File: src/sv/rtcz_pkg.sv
// Shared types and constants for the RTC time zone adjust block.
`timescale 1ns / 1ps

package rtcz_pkg;

  // Configuration port geometry: two 32-bit registers at byte addresses 0 and 4.
  localparam int unsigned CFG_ADDR_W = 3;
  localparam int unsigned CFG_DATA_W = 32;
  localparam int unsigned TZ_W       = 5;

  typedef enum logic {
    REG_TIMEZONE_HOURS = 1'b0,
    REG_BCD_MODE       = 1'b1
  } reg_idx_t;

  localparam logic [TZ_W-1:0] TZ_RESET  = '0;
  localparam logic            BCD_RESET = 1'b1;

  // Calendar limits.
  localparam logic [7:0] SEC_MAX     = 8'd59;
  localparam logic [7:0] HOUR_MAX    = 8'd23;
  localparam logic [7:0] WDAY_MIN    = 8'd1;
  localparam logic [7:0] WDAY_MAX    = 8'd7;
  localparam logic [7:0] DAY_MIN     = 8'd1;
  localparam logic [7:0] DAY_MAX     = 8'd31;
  localparam logic [7:0] MONTH_MIN   = 8'd1;
  localparam logic [7:0] MONTH_MAX   = 8'd12;
  localparam logic [7:0] YEAR_MAX    = 8'd99;
  localparam logic [6:0] HOURS_DAY   = 7'd24;

  // Live configuration handed from the register block to the datapath.
  typedef struct packed {
    logic signed [TZ_W-1:0] timezone_hours;
    logic                   bcd_mode;
  } cfg_t;

  // One raw record as read from the clock chip.
  typedef struct packed {
    logic [7:0] raw_century;
    logic [7:0] raw_year;
    logic [7:0] raw_month;
    logic [7:0] raw_day;
    logic [7:0] raw_weekday;
    logic [7:0] raw_hour;
    logic [7:0] raw_minute;
    logic [7:0] raw_second;
  } raw_rec_t;

  // One binary record, used for both the decoded and the localized time.
  typedef struct packed {
    logic [6:0] century;
    logic [6:0] year;
    logic [3:0] month;
    logic [4:0] day;
    logic [2:0] weekday;
    logic [4:0] hour;
    logic [5:0] minute;
    logic [5:0] second;
  } rec_t;

endpackage

File: src/sv/rtc_time_zone_adjust_core.sv
// Top level of the RTC time zone adjust block: stream ports, pipeline registers, config port.
`timescale 1ns / 1ps

// Takes one raw clock record per request (second, minute, hour, weekday, day, month,
// two-digit year, century, each a byte, packed BCD when bcd_mode is set), clamps each
// field to its legal range and shifts the hour by the signed timezone_hours offset,
// carrying or borrowing one day through weekday, day, month, year and century with
// Gregorian month lengths. The block accepts one request every clock cycle while the
// output is not stalled. The accepting edge loads the input register; the decode and
// carry logic between it and the result register is combinational, and the result
// register loads from it when it is empty or its result leaves. Configuration
// (timezone_hours at address 0, bcd_mode at address 4, reset values 0 and 1) must be
// written only while the block is empty; the block itself does not enforce it.

module rtc_time_zone_adjust_core (
  input  logic                                clk,
  input  logic                                rst_n,
  // in_tdata, low bit up: raw_second, raw_minute, raw_hour, raw_weekday, raw_day,
  // raw_month, raw_year, raw_century (8 bits each)
  input  logic                                in_tvalid,
  output logic                                in_tready,
  input  logic [63:0]                         in_tdata,
  // out_tdata, low bit up: out_second[5:0], out_minute[11:6], out_hour[16:12],
  // out_weekday[19:17], out_day[24:20], out_month[28:25], out_year[35:29],
  // out_century[42:36], zero fill [47:43]
  output logic                                out_tvalid,
  input  logic                                out_tready,
  output logic [47:0]                         out_tdata,
  input  logic                                cfg_psel,
  input  logic                                cfg_penable,
  input  logic                                cfg_pwrite,
  input  logic [rtcz_pkg::CFG_ADDR_W-1:0]     cfg_paddr,
  input  logic [rtcz_pkg::CFG_DATA_W-1:0]     cfg_pwdata,
  output logic [rtcz_pkg::CFG_DATA_W-1:0]     cfg_prdata,
  output logic                                cfg_pready
);

  rtcz_pkg::cfg_t     cfg;
  rtcz_pkg::raw_rec_t in_r, in_nxt;
  logic               in_v_r, in_v_nxt;
  rtcz_pkg::rec_t     dec, loc;
  rtcz_pkg::rec_t     res_r, res_nxt;
  logic               res_v_r, res_v_nxt;
  logic               res_load;

  rtcz_cfg u_cfg (
    .clk         (clk),
    .rst_n       (rst_n),
    .cfg_psel    (cfg_psel),
    .cfg_penable (cfg_penable),
    .cfg_pwrite  (cfg_pwrite),
    .cfg_paddr   (cfg_paddr),
    .cfg_pwdata  (cfg_pwdata),
    .cfg_prdata  (cfg_prdata),
    .cfg_pready  (cfg_pready),
    .cfg         (cfg)
  );

  rtcz_decode u_decode (
    .raw      (in_r),
    .bcd_mode (cfg.bcd_mode),
    .dec      (dec)
  );

  rtcz_adjust u_adjust (
    .dec            (dec),
    .timezone_hours (cfg.timezone_hours),
    .loc            (loc)
  );

  // The result register loads whenever it is empty or its contents leave this cycle.
  assign res_load  = !res_v_r || out_tready;
  assign in_tready = !in_v_r || res_load;

  always_comb begin
    in_nxt    = in_r;
    in_v_nxt  = in_v_r;
    res_nxt   = res_r;
    res_v_nxt = res_v_r;
    if (in_tready) begin
      in_nxt   = rtcz_pkg::raw_rec_t'(in_tdata);
      in_v_nxt = in_tvalid;
    end
    if (res_load) begin
      res_nxt   = loc;
      res_v_nxt = in_v_r;
    end
  end

  always_ff @(posedge clk) begin
    if (!rst_n) begin
      in_v_r  <= 1'b0;
      res_v_r <= 1'b0;
    end else begin
      in_v_r  <= in_v_nxt;
      res_v_r <= res_v_nxt;
    end
  end

  always_ff @(posedge clk) begin
    in_r  <= in_nxt;
    res_r <= res_nxt;
  end

  assign out_tvalid = res_v_r;
  assign out_tdata  = {5'b0, res_r};

endmodule

File: src/sv/rtcz_cfg.sv
// APB-style configuration registers for the RTC time zone adjust block.
`timescale 1ns / 1ps

module rtcz_cfg (
  input  logic                                clk,
  input  logic                                rst_n,
  input  logic                                cfg_psel,
  input  logic                                cfg_penable,
  input  logic                                cfg_pwrite,
  input  logic [rtcz_pkg::CFG_ADDR_W-1:0]     cfg_paddr,
  input  logic [rtcz_pkg::CFG_DATA_W-1:0]     cfg_pwdata,
  output logic [rtcz_pkg::CFG_DATA_W-1:0]     cfg_prdata,
  output logic                                cfg_pready,
  output rtcz_pkg::cfg_t                      cfg
);

  logic [rtcz_pkg::TZ_W-1:0] tz_r, tz_nxt;
  logic                      bcd_r, bcd_nxt;
  logic                      wr_en;
  rtcz_pkg::reg_idx_t        idx;

  assign cfg_pready = 1'b1;
  assign wr_en      = cfg_psel & cfg_penable & cfg_pwrite & cfg_pready;
  assign idx        = rtcz_pkg::reg_idx_t'(cfg_paddr[2]);

  always_comb begin
    tz_nxt  = tz_r;
    bcd_nxt = bcd_r;
    if (wr_en) begin
      case (idx)
        rtcz_pkg::REG_TIMEZONE_HOURS: tz_nxt  = cfg_pwdata[rtcz_pkg::TZ_W-1:0];
        rtcz_pkg::REG_BCD_MODE:       bcd_nxt = cfg_pwdata[0];
        default: ;
      endcase
    end
  end

  always_ff @(posedge clk) begin
    if (!rst_n) begin
      tz_r  <= rtcz_pkg::TZ_RESET;
      bcd_r <= rtcz_pkg::BCD_RESET;
    end else begin
      tz_r  <= tz_nxt;
      bcd_r <= bcd_nxt;
    end
  end

  always_comb begin
    case (idx)
      rtcz_pkg::REG_TIMEZONE_HOURS:
        cfg_prdata = {{(rtcz_pkg::CFG_DATA_W-rtcz_pkg::TZ_W){1'b0}}, tz_r};
      rtcz_pkg::REG_BCD_MODE:
        cfg_prdata = {{(rtcz_pkg::CFG_DATA_W-1){1'b0}}, bcd_r};
      default: cfg_prdata = '0;
    endcase
  end

  assign cfg.timezone_hours = $signed(tz_r);
  assign cfg.bcd_mode       = bcd_r;

endmodule

File: src/sv/rtcz_decode.sv
// BCD or binary decode of a raw record, with each field clamped to its legal range.
`timescale 1ns / 1ps

module rtcz_decode (
  input  rtcz_pkg::raw_rec_t raw,
  input  logic               bcd_mode,
  output rtcz_pkg::rec_t     dec
);

  function automatic logic [7:0] decode_byte(input logic [7:0] b, input logic bcd);
    logic [7:0] hi;
    logic [7:0] lo;
    hi = {4'b0, b[7:4]};
    lo = {4'b0, b[3:0]};
    // High nibble times ten is (hi << 3) + (hi << 1); the largest result is 165.
    if (bcd) decode_byte = (hi << 3) + (hi << 1) + lo;
    else     decode_byte = b;
  endfunction

  function automatic logic [7:0] clamp(input logic [7:0] v, input logic [7:0] lo,
                                       input logic [7:0] hi);
    if (v < lo)      clamp = lo;
    else if (v > hi) clamp = hi;
    else             clamp = v;
  endfunction

  logic [7:0] sec_c, min_c, hour_c, wday_c, day_c, mon_c, year_c, cent_c;

  always_comb begin
    sec_c  = clamp(decode_byte(raw.raw_second,  bcd_mode), 8'd0, rtcz_pkg::SEC_MAX);
    min_c  = clamp(decode_byte(raw.raw_minute,  bcd_mode), 8'd0, rtcz_pkg::SEC_MAX);
    hour_c = clamp(decode_byte(raw.raw_hour,    bcd_mode), 8'd0, rtcz_pkg::HOUR_MAX);
    wday_c = clamp(decode_byte(raw.raw_weekday, bcd_mode), rtcz_pkg::WDAY_MIN,
                   rtcz_pkg::WDAY_MAX);
    day_c  = clamp(decode_byte(raw.raw_day,     bcd_mode), rtcz_pkg::DAY_MIN,
                   rtcz_pkg::DAY_MAX);
    mon_c  = clamp(decode_byte(raw.raw_month,   bcd_mode), rtcz_pkg::MONTH_MIN,
                   rtcz_pkg::MONTH_MAX);
    year_c = clamp(decode_byte(raw.raw_year,    bcd_mode), 8'd0, rtcz_pkg::YEAR_MAX);
    cent_c = clamp(decode_byte(raw.raw_century, bcd_mode), 8'd0, rtcz_pkg::YEAR_MAX);

    dec.second  = sec_c[5:0];
    dec.minute  = min_c[5:0];
    dec.hour    = hour_c[4:0];
    dec.weekday = wday_c[2:0];
    dec.day     = day_c[4:0];
    dec.month   = mon_c[3:0];
    dec.year    = year_c[6:0];
    dec.century = cent_c[6:0];
  end

endmodule

File: src/sv/rtcz_adjust.sv
// Hour offset with one-day carry or borrow through weekday, day, month, year and century.
`timescale 1ns / 1ps

module rtcz_adjust (
  input  rtcz_pkg::rec_t                     dec,
  input  logic signed [rtcz_pkg::TZ_W-1:0]   timezone_hours,
  output rtcz_pkg::rec_t                     loc
);

  // Gregorian rule reduced to two-digit fields: year 00 defers to the century.
  function automatic logic [4:0] month_len(input logic [3:0] m, input logic [6:0] y,
                                           input logic [6:0] c);
    logic leap;
    leap = (y == 7'd0) ? (c[1:0] == 2'd0) : (y[1:0] == 2'd0);
    case (m)
      4'd2:                   month_len = leap ? 5'd29 : 5'd28;
      4'd4, 4'd6, 4'd9, 4'd11: month_len = 5'd30;
      default:                month_len = 5'd31;
    endcase
  endfunction

  logic signed [6:0] h;
  logic              under, over;

  // Backward (previous day) values.
  logic [2:0] wd_dn;
  logic [3:0] mon_dn;
  logic [6:0] yr_dn, cent_dn;

  // Forward (next day) values.
  logic [2:0] wd_up;
  logic [5:0] day_inc;
  logic       roll;
  logic [3:0] mon_up;
  logic [6:0] yr_up, cent_up;

  always_comb begin
    h     = $signed({2'b00, dec.hour}) + 7'(timezone_hours);
    under = h[6];
    over  = !under && (h >= $signed(rtcz_pkg::HOURS_DAY));

    wd_dn   = (dec.weekday == 3'd1) ? 3'd7 : dec.weekday - 3'd1;
    mon_dn  = dec.month;
    yr_dn   = dec.year;
    cent_dn = dec.century;
    if (dec.day == 5'd1) begin
      if (dec.month > 4'd1) begin
        mon_dn = dec.month - 4'd1;
      end else begin
        mon_dn = 4'd12;
        if (dec.year > 7'd0) begin
          yr_dn = dec.year - 7'd1;
        end else begin
          yr_dn   = 7'd99;
          cent_dn = (dec.century == 7'd0) ? 7'd99 : dec.century - 7'd1;
        end
      end
    end

    wd_up   = (dec.weekday >= 3'd7) ? 3'd1 : dec.weekday + 3'd1;
    day_inc = {1'b0, dec.day} + 6'd1;
    roll    = day_inc > {1'b0, month_len(dec.month, dec.year, dec.century)};
    mon_up  = dec.month;
    yr_up   = dec.year;
    cent_up = dec.century;
    if (roll) begin
      if (dec.month >= 4'd12) begin
        mon_up = 4'd1;
        if (dec.year >= 7'd99) begin
          yr_up   = 7'd0;
          cent_up = (dec.century >= 7'd99) ? 7'd0 : dec.century + 7'd1;
        end else begin
          yr_up = dec.year + 7'd1;
        end
      end else begin
        mon_up = dec.month + 4'd1;
      end
    end

    loc = dec;
    if (under) begin
      loc.hour    = 5'(h + $signed(rtcz_pkg::HOURS_DAY));
      loc.weekday = wd_dn;
      loc.day     = (dec.day > 5'd1) ? dec.day - 5'd1 : month_len(mon_dn, yr_dn, cent_dn);
      loc.month   = mon_dn;
      loc.year    = yr_dn;
      loc.century = cent_dn;
    end else if (over) begin
      loc.hour    = 5'(h - $signed(rtcz_pkg::HOURS_DAY));
      loc.weekday = wd_up;
      loc.day     = roll ? 5'd1 : day_inc[4:0];
      loc.month   = mon_up;
      loc.year    = yr_up;
      loc.century = cent_up;
    end else begin
      loc.hour = h[4:0];
    end
  end

endmodule

File: config.mk
export PLATFORM = sky130hd
export DESIGN_NAME = rtc_time_zone_adjust_core
export DESIGN_NICKNAME = d
export VERILOG_FILES = /design/src/sv/rtcz_pkg.sv /design/src/sv/rtc_time_zone_adjust_core.sv /design/src/sv/rtcz_cfg.sv /design/src/sv/rtcz_decode.sv /design/src/sv/rtcz_adjust.sv
export SDC_FILE = /design/constraint.sdc
export NUM_CORES = 1
export LEC_CHECK = 0
export ABC_AREA = 0
export BUFFER_PORTS_ARGS = -buffer_cell sky130_fd_sc_hd__buf_2
export CORE_MARGIN = 5
export CORE_UTILIZATION = 45
export CTS_BUF_LIST = sky130_fd_sc_hd__clkbuf_4 sky130_fd_sc_hd__clkbuf_8 sky130_fd_sc_hd__clkbuf_16
export CTS_CLUSTER_SIZE = 10
export DETAILED_ROUTE_END_ITERATION = 10
export GPL_TIMING_DRIVEN = 0
export PLACE_DENSITY = 0.65
export SLEW_MARGIN = 20
export SYNTH_ARGS = -nofsm -noshare
export SYNTH_HDL_FRONTEND = slang
export SYNTH_SLANG_ARGS = --single-unit
File: constraint.sdc
create_clock -name clk -period 6.1 [get_ports clk]
set_input_delay 1.83 -clock clk [delete_from_list [all_inputs] [get_ports clk]]
set_output_delay 1.83 -clock clk [all_outputs]
set_load 0.01 [all_outputs]
==> impl_results.md, run 1 <==
* Hold WS at 0.499 ns
* Instance count of the mapped netlist at 856
* Met3 Use GR at 4.60%
* Least-Margin Pin Slew at 0.894 ns
* Met2 Use GR at 31.8%
* Final #Nets at 1249
* Minimum clock period at 5.78 ns
* I/O Buffers at 126
* Worst-Skew Late Latency at 0.43 ns
* Highest-delay cell along the critical path: fa_1
* Global routing's busiest layer: met2
* Clk_skew at 0.0167 ns
* Share of cells above drive strength 1 at 24.9%
* Cell Area, Synth at 8800 µm²
* R2r startpoint: in_r[52]
* Synthesized flop and latch total at 115
* Hold path depth at 1
* Drt total wl at 21500 µm
* Pin count of the biggest net entering global routing at 57
* GR Overflow Total at 0
* Layout filler cell count at 1734
* Die area at 22500 µm²
* CTS Hold Buffers Added at 0
* Crit-path max FO at 9
* Cells along the critical path: fa_1 -> ha_4 -> a21o_1 -> a221oi_4 -> o21ai_1 -> o311a_1 -> buf_6 -> nor2_4 -> ha_1 -> nand2_1 -> or3b_1 -> buf_4 -> o21ai_2 -> a21oi_1 -> ha_1 -> nor2b_1 -> o21ai_0 -> a2111oi_2 -> o21ai_2 -> a21boi_4 -> buf_12 -> nand4_4 -> or4_1 -> nand3b_1
* Clock Tree Buf Depth at 2
* Initial antenna violation count at 0
* P&R area growth vs syn at 21.6%
* Post-synthesis sequential area ratio at 38.3%
* Unique masters post-synth at 87
* Initial DRC Count at 489
* Outcome: finished, final reports clean
* Worst setup startpoint: in_r[52]
* DRT Pass-1 Iters at 5
* Global-route wire length before repair at 34200 µm
* Relative slew margins at 39.7%
* Crit path capture type: flop
* H-tree depth at 4
* MaxCap Viol Count at 0
* Setup TNS Final at 0 ns
* GR Util met1 at 24.7%
* Most used flip-flop cell after synthesis: edfxtp_1
* Commonest cells after routing, fill and taps aside: buf_2 (131), edfxtp_1 (107), ha_1 (81)
* Max stage delay on crit path at 0.67 ns
* Cts bufs inserted at 17
* Data required, critical path at 6.38 ns
* Post-DRT Antenna Nets at 0
* I/O Pins at 189
* R2R depth at 24
* Post-synth EDFFs at 107
* RSZ-0062 raised after global routing: no
* WL/cell at 16.3 µm
* Flop-to-flop setup slack at 0.32 ns
* Critical path class: reg2reg
* Die Wd at 150 µm
* Syn_area_per_cell at 10.3 µm²
* Peak Freq at 0.173 GHz
* Post-synth ARST share at 0%
* Core area at 19300 µm²
* Class of the worst hold path: reg2reg
* Global placement routability congestion at 0.928
* Period utilisation layout at 94.8%
* Rows at 51
* Dpl hpwl at 16300 µm
* Root buffer cell: clkbuf_16
* Worst EP arrival at 6.06 ns
* Total track usage at 19.3%
* TritonCTS clock tree: built
* Critical Path Start Type: flop
* Slew Viols, Final at 0
* Clock slew at reported path FFs at 0.07 ns
* Warnings, synthesis at 0
* Final Hold Viols at 0
* FF-to-FF End: out_tdata[42]
* Avg Vias per Cell at 5.37
* Clk sinks at 115
* Worst setup path end: out_tdata[42]
* Vias in the first global route at 6709
* Leakage power at 0.00466 µW
* Die H at 150 µm
* Total number of vias at 7100
* Initial Util at 45.5%
* Final setup viols at 0
* N_diodes at 0
* Most common cell after layout, fill and taps aside: buf_2
* VDD IR-drop max at 0.188 mV
* Power density over the cells at 269 nW/µm²
* Number of remaining DRC errors at 0
[power breakdown]
| group | leakage, µW | internal [µW] | total, µW | switching [µW] |
|---|---|---|---|---|
| clock | 0.000285 | 580 | 999 | 419 |
| sequential | 0.00116 | 977 | 1020 | 40.3 |
| combinational | 0.00322 | 366 | 858 | 492 |
[Yosys cell counts, types with 11 or more instances]
cell type	n	share of area, %
xnor2_1	14	1.4
a31oi_1	11	0.78
inv_1	59	2.5
nand2_1	68	2.9
mux2i_1	23	2.6
nor3_1	19	1.1
o21ai_0	37	2.1
ha_1	82	12
nor2b_1	23	1.6
clkbuf_1	11	0.47
buf_4	36	3.1
fa_1	17	3.9
nand3_1	17	0.97
a21oi_1	39	2.2
edfxtp_1	107	37
nand2b_1	14	0.99
nor2_1	51	2.2
[worst min path at each step]
stage                    to     from  slack (ns)
6_report       out_tdata[0]  in_r[0]        0.50
5_1_grt        out_tdata[6]  in_r[8]        0.52
2_1_floorplan    out_tvalid   in_v_r        0.46
3_3_place_gp   out_tdata[6]  in_r[8]        0.48
4_1_cts        out_tdata[0]  in_r[0]        0.50
3_5_place_dp   out_tdata[6]  in_r[8]        0.49
[worst max-delay path, delay by kind of cell, from the launching register on]
kind	cells	cell delay (ns)
flip-flops	1	0.42
AND/OR/NAND/NOR	7	1.46
buffers and inverters	3	0.49
adder cells (fa/ha/maj)	4	1.32
AO/OA/AOI/OAI	10	1.95
[logic make-up after synthesis]
| family | after synthesis | share of synthesized area [%] |
|---|---|---|
| other cells | 2 | 0.0853 |
| compound gates | 206 | 17.2 |
| mux | 32 | 3.80 |
| simple gates | 264 | 16.0 |
| xor+xnor | 22 | 2.19 |
| buf+inv | 116 | 6.81 |
| flops | 115 | 38.3 |
| fa+ha+maj | 99 | 15.5 |
[flip-flops by register name (all words and copies together) (netlist names)]
signal	flops
out_tvalid	1
in_v_r	1
out_tdata	43
u_cfg.bcd_r	1
in_r	64
u_cfg.tz_r	5
[area by class of cell]
| type | instances | area, µm² | area share [%] |
|---|---|---|---|
| buffer | 56 | 377 | 3.52 |
| clock buffer | 17 | 425 | 3.97 |
| clock inverter | 15 | 163 | 1.52 |
| inverter | 59 | 221 | 2.07 |
| multi-input combinational | 656 | 5040 | 47.1 |
| sequential | 115 | 3370 | 31.5 |
| tap | 265 | 332 | 3.10 |
| timing repair buffer | 139 | 773 | 7.22 |
[metal layers]
metal | part of all wire (%) | wire length (µm)
met5 | 0 | 0
met4 | 2.4 | 511
met3 | 6.8 | 1460
met2 | 47 | 10100
met1 | 44 | 9420
[stage by stage]
step / cell area, µm² / worst slack, ns / power [µW] / util [%] / instances
2_1_floorplan: 8920 / 0.645 / 1610 / - / 887
3_3_place_gp: 9880 / -0.436 / 1840 / 51.1 / 1278
3_5_place_dp: 9940 / -0.437 / 1850 / 51.4 / 1280
4_1_cts: 10600 / 0.0499 / 2870 / 54.8 / 1315
5_1_grt: 10700 / 0.0128 / 3040 / 55.4 / 1322
6_report: 10700 / 0.318 / 2870 / 55.4 / 1322
[timing repair]
item,CTS,global route
setup buffers,3,8
resized for setup,7,16
cloned,0,0
pin swaps,1,4
setup endpoints to repair,27,25
(Power assumes the default switching activity.)
==> run 2: changes to the inputs <==
PLACE_DENSITY = 0.68   (was 0.65)
clock period = 4.69 ns   (was 6.1 ns; I/O delays follow)
==> impl_results.md, run 2 (synthesis gave the netlist of run 1 again) <==
* Total number of vias at 7480 (was 7100)
* DRT Pass-1 Iters at 6 (was 5)
* Initial antenna violation count at 0 (unchanged)
* FF-to-FF End: out_tdata[42] (unchanged)
* Number of remaining DRC errors at 0 (unchanged)
* Clk_skew at 0.0103 ns (was 0.0167 ns)
* Crit path capture type: flop (unchanged)
* Dpl hpwl at 16500 µm (was 16300 µm)
* Period utilisation layout at 116% (was 94.8%)
* Total stage count of the critical path at 24 (unchanged)
* GR Overflow Total at 0 (unchanged)
* Vias in the first global route at 7215 (was 6709)
* Flop-to-flop setup slack at -0.76 ns (was 0.32 ns)
* Failing checks: setup timing
* Share of cells above drive strength 1 at 36.2% (was 24.9%)
* Worst setup path end: out_tdata[42] (unchanged)
* Critical Path Start Type: flop (unchanged)
* Power density over the cells at 334 nW/µm² (was 269 nW/µm²)
* Max stage delay on crit path at 0.62 ns (was 0.67 ns)
* Initial DRC Count at 390 (was 489)
* RSZ-0062 raised after global routing: yes (was no)
* Pin count of the biggest net entering global routing at 56 (was 57)
* Clock slew at reported path FFs at 0.06 ns (was 0.07 ns)
* N_diodes at 0 (unchanged)
* Setup TNS Final at -14.17 ns (was 0 ns)
* Highest routed layer: met4 (unchanged)
* Global placement routability congestion at 0.936 (was 0.928)
* Final Hold Viols at 0 (unchanged)
* Post-Layout Cell Count at 1389 (was 1322)
* Die area at 22500 µm² (unchanged)
* Avg Vias per Cell at 5.39 (was 5.37)
* CP delay by family, top: compound AO/OA/AOI/OAI gates (unchanged)
* Initial Util at 45.5% (unchanged)
* Crit-path max FO at 8 (was 9)
* Class of the worst hold path: reg2reg (unchanged)
* Critical path class: reg2reg (unchanged)
* Met1 WL at 9840 µm (was 9420 µm)
* Die H at 150 µm (unchanged)
* Max FFs per register at 64 (unchanged)
* Minimum clock period at 5.45 ns (was 5.78 ns)
* Final #Nets at 1317 (was 1249)
* Post-DRT Antenna Nets at 0 (unchanged)
* Slew Viols, Final at 0 (unchanged)
* Clk sinks at 115 (unchanged)
* MaxCap Viol Count at 0 (unchanged)
* Root buffer cell: clkbuf_16 (unchanged)
* Worst-Skew Late Latency at 0.43 ns (about the same)
* H-tree depth at 4 (unchanged)
* Post-layout power at 3920 µW (was 2870 µW)
* WP buf/inv at 3 (unchanged)
* Worst setup startpoint: in_r[52] (unchanged)
* Data required, critical path at 4.97 ns (was 6.38 ns)
* Highest-delay cell along the critical path: fa_2 (was fa_1)
* Cells along the critical path: fa_2 -> ha_4 -> a21o_1 -> a221oi_4 -> o21ai_1 -> o311a_1 -> buf_6 -> nor2_4 -> ha_4 -> nand2_2 -> or3b_4 -> o21ai_4 -> a21oi_2 -> ha_1 -> nand2_2 -> buf_6 -> o2111ai_4 -> a21oi_2 -> o21ai_2 -> a21boi_4 -> buf_12 -> nand4_4 -> or4_1 -> nand3b_1 (was fa_1 -> ha_4 -> a21o_1 -> a221oi_4 -> o21ai_1 -> o311a_1 -> buf_6 -> nor2_4 -> ha_1 -> nand2_1 -> or3b_1 -> buf_4 -> o21ai_2 -> a21oi_1 -> ha_1 -> nor2b_1 -> o21ai_0 -> a2111oi_2 -> o21ai_2 -> a21boi_4 -> buf_12 -> nand4_4 -> or4_1 -> nand3b_1)
* R2R depth at 24 (unchanged)
* Outcome: finished, violations left (was finished, final reports clean)
* I/O Buffers at 126 (unchanged)
* PnR worst setup slack at -0.757 ns (was 0.318 ns)
* Leakage power at 0.00515 µW (was 0.00466 µW)
* Rows at 51 (unchanged)
* Die Wd at 150 µm (unchanged)
* Total track usage at 20.3% (was 19.3%)
* Most common cell after layout, fill and taps aside: buf_2 (unchanged)
* R2r startpoint: in_r[52] (unchanged)
* P&R area growth vs syn at 33.5% (was 21.6%)
* Relative slew margins at 49.7% (was 39.7%)
* Core area at 19300 µm² (unchanged)
* Drt total wl at 23800 µm (was 21500 µm)
* Final setup viols at 26 (was 0)
* Met3 wire len at 1560 µm (was 1460 µm)
* Worst EP arrival at 5.73 ns (was 6.06 ns)
* Commonest cells after routing, fill and taps aside: buf_2 (130), edfxtp_1 (107), buf_4 (102) (was buf_2 (131), edfxtp_1 (107), ha_1 (81))
* Peak Freq at 0.184 GHz (was 0.173 GHz)
* WL/cell at 17.1 µm (was 16.3 µm)
* TritonCTS clock tree: built (unchanged)
* Placed Cells at 1280 (unchanged)
* Least-Margin Pin Slew at 0.745 ns (was 0.894 ns)
* Largest reg by FF count: in_r (unchanged)
* Global-route wire length before repair at 36100 µm (was 34200 µm)
* Clock Tree Buf Depth at 2 (unchanged)
* Hold WS at 0.499 ns (about the same)
* I/O Pins at 189 (unchanged)
* Cts bufs inserted at 17 (unchanged)
* DR WL met2 at 11800 µm (was 10100 µm)
* VDD IR-drop max at 0.289 mV (was 0.188 mV)
## run 2: through the flow
stage	setup WS (ns)	utilization, %	area (µm²)
floorplan	-0.536	-	8990
global placement	-1.22	51.5	9960
detailed placement	-1.24	51.8	10000
CTS	-0.783	58.1	11200
global route	-0.978	60.8	11700
finish	-0.757	60.8	11700
## run 2: layout make-up
cell class                 instances  area (µm²)
multi-input combinational        656        5510
timing repair buffer             208        1340
clock inverter                    14         133
clock buffer                      17         425
sequential                       115        3370
fill                            1548        7590
tap                              265         332
inverter                          59         221
buffer                            55         413
## run 2: worst min-delay path by stage
stage / from / endpoint / slack, ns / depth (start not counted)
final: in_r[8] / out_tdata[6] / 0.50 / 1
after global routing: in_r[0] / out_tdata[0] / 0.53 / 1
after CTS: in_r[8] / out_tdata[6] / 0.50 / 1
after detailed placement: in_r[8] / out_tdata[6] / 0.49 / 1
after global placement: in_r[0] / out_tdata[0] / 0.48 / 1
after floorplan: in_v_r / out_tvalid / 0.46 / 1
## run 2: where the power goes
group          total (µW)  switching, µW  internal [µW]
clock network        1240            504            732
logic                1370            743            623
registers            1320           51.5           1270
total                3920           1300           2630
## run 2: layer usage
metal  track usage, %  up-vias
met4             6.54        0
met5                0        -
met2             35.5      258
met1             24.9     3533
met3             4.54       47
li1                 -     3642
## run 2: what timing repair did
action	in CTS	in global routing
pin swaps	42	47
endpoints found under the setup margin	29	28
resized for setup	74	73
hold buffers	0	0
setup buffers	47	33
==> run 3: changes to the inputs <==
CORE_ASPECT_RATIO = 0.6   (was default)
==> impl_results.md, run 3 (synthesis gave the netlist of run 1 again) <==
* WP buf/inv at 3 (unchanged)
* Total track usage at 21.6% (was 20.3%)
* Largest reg by FF count: in_r (unchanged)
* Global-route wire length before repair at 38400 µm (was 36100 µm)
* Worst EP arrival at 5.78 ns (was 5.73 ns)
* DRT Pass-1 Iters at 5 (was 6)
* TritonCTS clock tree: built (unchanged)
* Die H at 118 µm (was 150 µm)
* Power density over the cells at 355 nW/µm² (was 334 nW/µm²)
* CP delay by family, top: compound AO/OA/AOI/OAI gates (unchanged)
* Max stage delay on crit path at 0.65 ns (was 0.62 ns)
* Critical path class: reg2reg (unchanged)
* MaxCap Viol Count at 0 (unchanged)
* Net Sw Frac at 32.3% (was 33.1%)
* Final setup viols at 24 (was 26)
* I/O Buffers at 126 (unchanged)
* Net switching power at 1360 µW (was 1300 µW)
* Initial antenna violation count at 0 (unchanged)
* Power Internal at 2850 µW (was 2630 µW)
* Clk sinks at 115 (unchanged)
* Highest-delay cell along the critical path: fa_2 (unchanged)
* Hold wc startpoint: in_r[0] (was in_r[8])
* Final #Nets at 1298 (was 1317)
* Crit-path max FO at 8 (unchanged)
* Comb pwr share at 33.9% (was 34.8%)
* R2R depth at 24 (unchanged)
* DP Area at 10000 µm² (about the same)
* PnR worst setup slack at -0.804 ns (was -0.757 ns)
* VDD IR-drop max at 0.271 mV (was 0.289 mV)
* Outcome: finished, violations left (unchanged)
* P&R area growth vs syn at 34.5% (was 33.5%)
* Core area at 19100 µm² (was 19300 µm²)
* Avg Vias per Cell at 5.50 (was 5.39)
* Max FFs per register at 64 (unchanged)
* Final Hold Viols at 0 (unchanged)
* Hold path depth at 1 (unchanged)
* Clk_skew at 0.0145 ns (was 0.0103 ns)
* R2r startpoint: in_r[54] (was in_r[52])
* Relative slew margins at 35.5% (was 49.7%)
* CP dominant cell by count: ha_4
* Commonest cells after routing, fill and taps aside: buf_2 (128), edfxtp_1 (107), buf_4 (83) (was buf_2 (130), edfxtp_1 (107), buf_4 (102))
* Rows at 39 (was 51)
* Number of remaining DRC errors at 0 (unchanged)
* Vias in the first global route at 6969 (was 7215)
* Pin count of the biggest net entering global routing at 50 (was 56)
* Die area at 22500 µm² (about the same)
* Sequential Power Share at 31.6% (was 33.7%)
* Die Wd at 191 µm (was 150 µm)
* Drt total wl at 25300 µm (was 23800 µm)
* Least-Margin Pin Slew at 0.962 ns (was 0.745 ns)
* Clk pwr share at 34.5% (was 31.5%)
* Hold endpoint: out_tdata[0] (was out_tdata[6])
* Initial DRC Count at 665 (was 390)
* Flop-to-flop setup slack at -0.80 ns (was -0.76 ns)
* Post-layout power at 4200 µW (was 3920 µW)
* Critical Path Start Type: flop (unchanged)
* N_diodes at 0 (unchanged)
* Initial Util at 46.0% (was 45.5%)
* Period utilisation layout at 117% (was 116%)
* Leakage power at 0.00514 µW (was 0.00515 µW)
* Root buffer cell: clkbuf_16 (unchanged)
* Total number of vias at 7552 (was 7480)
* Share of cells above drive strength 1 at 36.3% (was 36.2%)
* Worst-Skew Late Latency at 0.44 ns (was 0.43 ns)
* Cell area after layout at 11800 µm² (was 11700 µm²)
* Cells along the critical path: fa_2 -> ha_4 -> a21o_4 -> a221oi_4 -> o21ai_1 -> o311a_1 -> buf_6 -> nor2_4 -> ha_4 -> nand2_2 -> or3b_4 -> o21ai_4 -> a21oi_2 -> ha_4 -> nor2b_4 -> buf_6 -> o2111ai_4 -> a21oi_2 -> o21ai_2 -> a21boi_4 -> buf_12 -> nand4_4 -> or4_1 -> nand3b_1 (was fa_2 -> ha_4 -> a21o_1 -> a221oi_4 -> o21ai_1 -> o311a_1 -> buf_6 -> nor2_4 -> ha_4 -> nand2_2 -> or3b_4 -> o21ai_4 -> a21oi_2 -> ha_1 -> nand2_2 -> buf_6 -> o2111ai_4 -> a21oi_2 -> o21ai_2 -> a21boi_4 -> buf_12 -> nand4_4 -> or4_1 -> nand3b_1)
* Minimum clock period at 5.49 ns (was 5.45 ns)
* I/O Pins at 189 (unchanged)
* GR Overflow Total at 0 (unchanged)
* Cts bufs inserted at 17 (unchanged)
* Class of the worst hold path: reg2reg (unchanged)
* Peak Freq at 0.182 GHz (was 0.184 GHz)
* RSZ-0062 raised after global routing: yes (unchanged)
* Most common cell after layout, fill and taps aside: buf_2 (unchanged)
* Clock Tree Buf Depth at 2 (unchanged)
* Data required, critical path at 4.97 ns (about the same)
* Crit path capture type: flop (unchanged)
* Global placement routability congestion at 0.948 (was 0.936)
* FF-to-FF End: out_tdata[42] (unchanged)
* Slew Viols, Final at 0 (unchanged)
* Clock slew at reported path FFs at 0.06 ns (about the same)
* Post-DRT Antenna Nets at 0 (unchanged)
* Dpl hpwl at 18400 µm (was 16500 µm)
* Failing checks: setup timing (unchanged)
* WL/cell at 18.4 µm (was 17.1 µm)
* H-tree depth at 4 (unchanged)
## run 3: worst register-to-register path, cell delays in order (launching register included)
cell       delay (ns)
edfxtp_1         0.44
fa_2             0.65
ha_4             0.23
a21o_4           0.23
a221oi_4         0.27
o21ai_1          0.11
o311a_1          0.34
buf_6            0.14
nor2_4           0.15
ha_4             0.16
nand2_2          0.04
or3b_4           0.40
o21ai_4          0.20
a21oi_2          0.10
ha_4             0.17
nor2b_4          0.12
buf_6            0.11
o2111ai_4        0.10
a21oi_2          0.19
o21ai_2          0.11
a21boi_4         0.16
buf_12           0.15
nand4_4          0.12
or4_1            0.52
nand3b_1         0.15
## run 3: power by group through the flow
stage / clock network [µW] / logic, µW / registers (µW)
after floorplan: 0 / 724 / 1390
after global placement: 0 / 1090 / 1350
after detailed placement: 0 / 1110 / 1360
after CTS: 1470 / 1280 / 1330
after global routing: 1510 / 1540 / 1350
final: 1450 / 1420 / 1330
## run 3: final cells by class
| cell class | instances | area, µm² |
|---|---|---|
| Fill cell | 1523 | 7290 |
| Multi-Input combinational cell | 656 | 5630 |
| Sequential cell | 115 | 3380 |
| Timing Repair Buffer | 188 | 1190 |
| Buffer | 56 | 440 |
| Clock buffer | 18 | 433 |
| Tap cell | 266 | 333 |
| Inverter | 59 | 221 |
| Clock inverter | 14 | 210 |
## run 3: metal layers
layer / share of wire, % / up-vias / track usage [%]
li1: - / 3623 / -
met2: 40 / 335 / 29.3
met5: 0 / - / 0
met1: 49 / 3560 / 33.7
met3: 9.1 / 34 / 6.39
met4: 1.8 / 0 / 5.07
## run 3: repair_timing
action,4_1_cts,5_1_grt
buffers inserted,47,16
gates cloned,0,0
pin swaps,50,47
setup endpoints to repair,29,27
hold buffers,0,0
gates resized for setup,96,71
## run 3: worst max path at each step
stage             start             to  depth (start not counted)
2_1_floorplan  in_r[54]  out_tdata[42]                         23
4_1_cts        in_r[52]  out_tdata[42]                         24
6_report       in_r[54]  out_tdata[42]                         24
3_5_place_dp   in_r[54]  out_tdata[42]                         23
3_3_place_gp   in_r[54]  out_tdata[42]                         23
5_1_grt        in_r[54]  out_tdata[42]                         24
## run 3: through the flow
step | setup slack (ns) | hold slack [ns] | setup TNS, ns | utilization, % | std cells
floorplan | -0.536 | 0.463 | -6.92 | - | 887
global placement | -1.42 | 0.479 | -32.95 | 52.1 | 1279
detailed placement | -1.45 | 0.493 | -33.28 | 52.3 | 1281
CTS | -0.786 | 0.510 | -14.15 | 59.6 | 1359
global route | -0.982 | 0.515 | -18.53 | 61.9 | 1372
finish | -0.804 | 0.510 | -13.93 | 61.9 | 1372
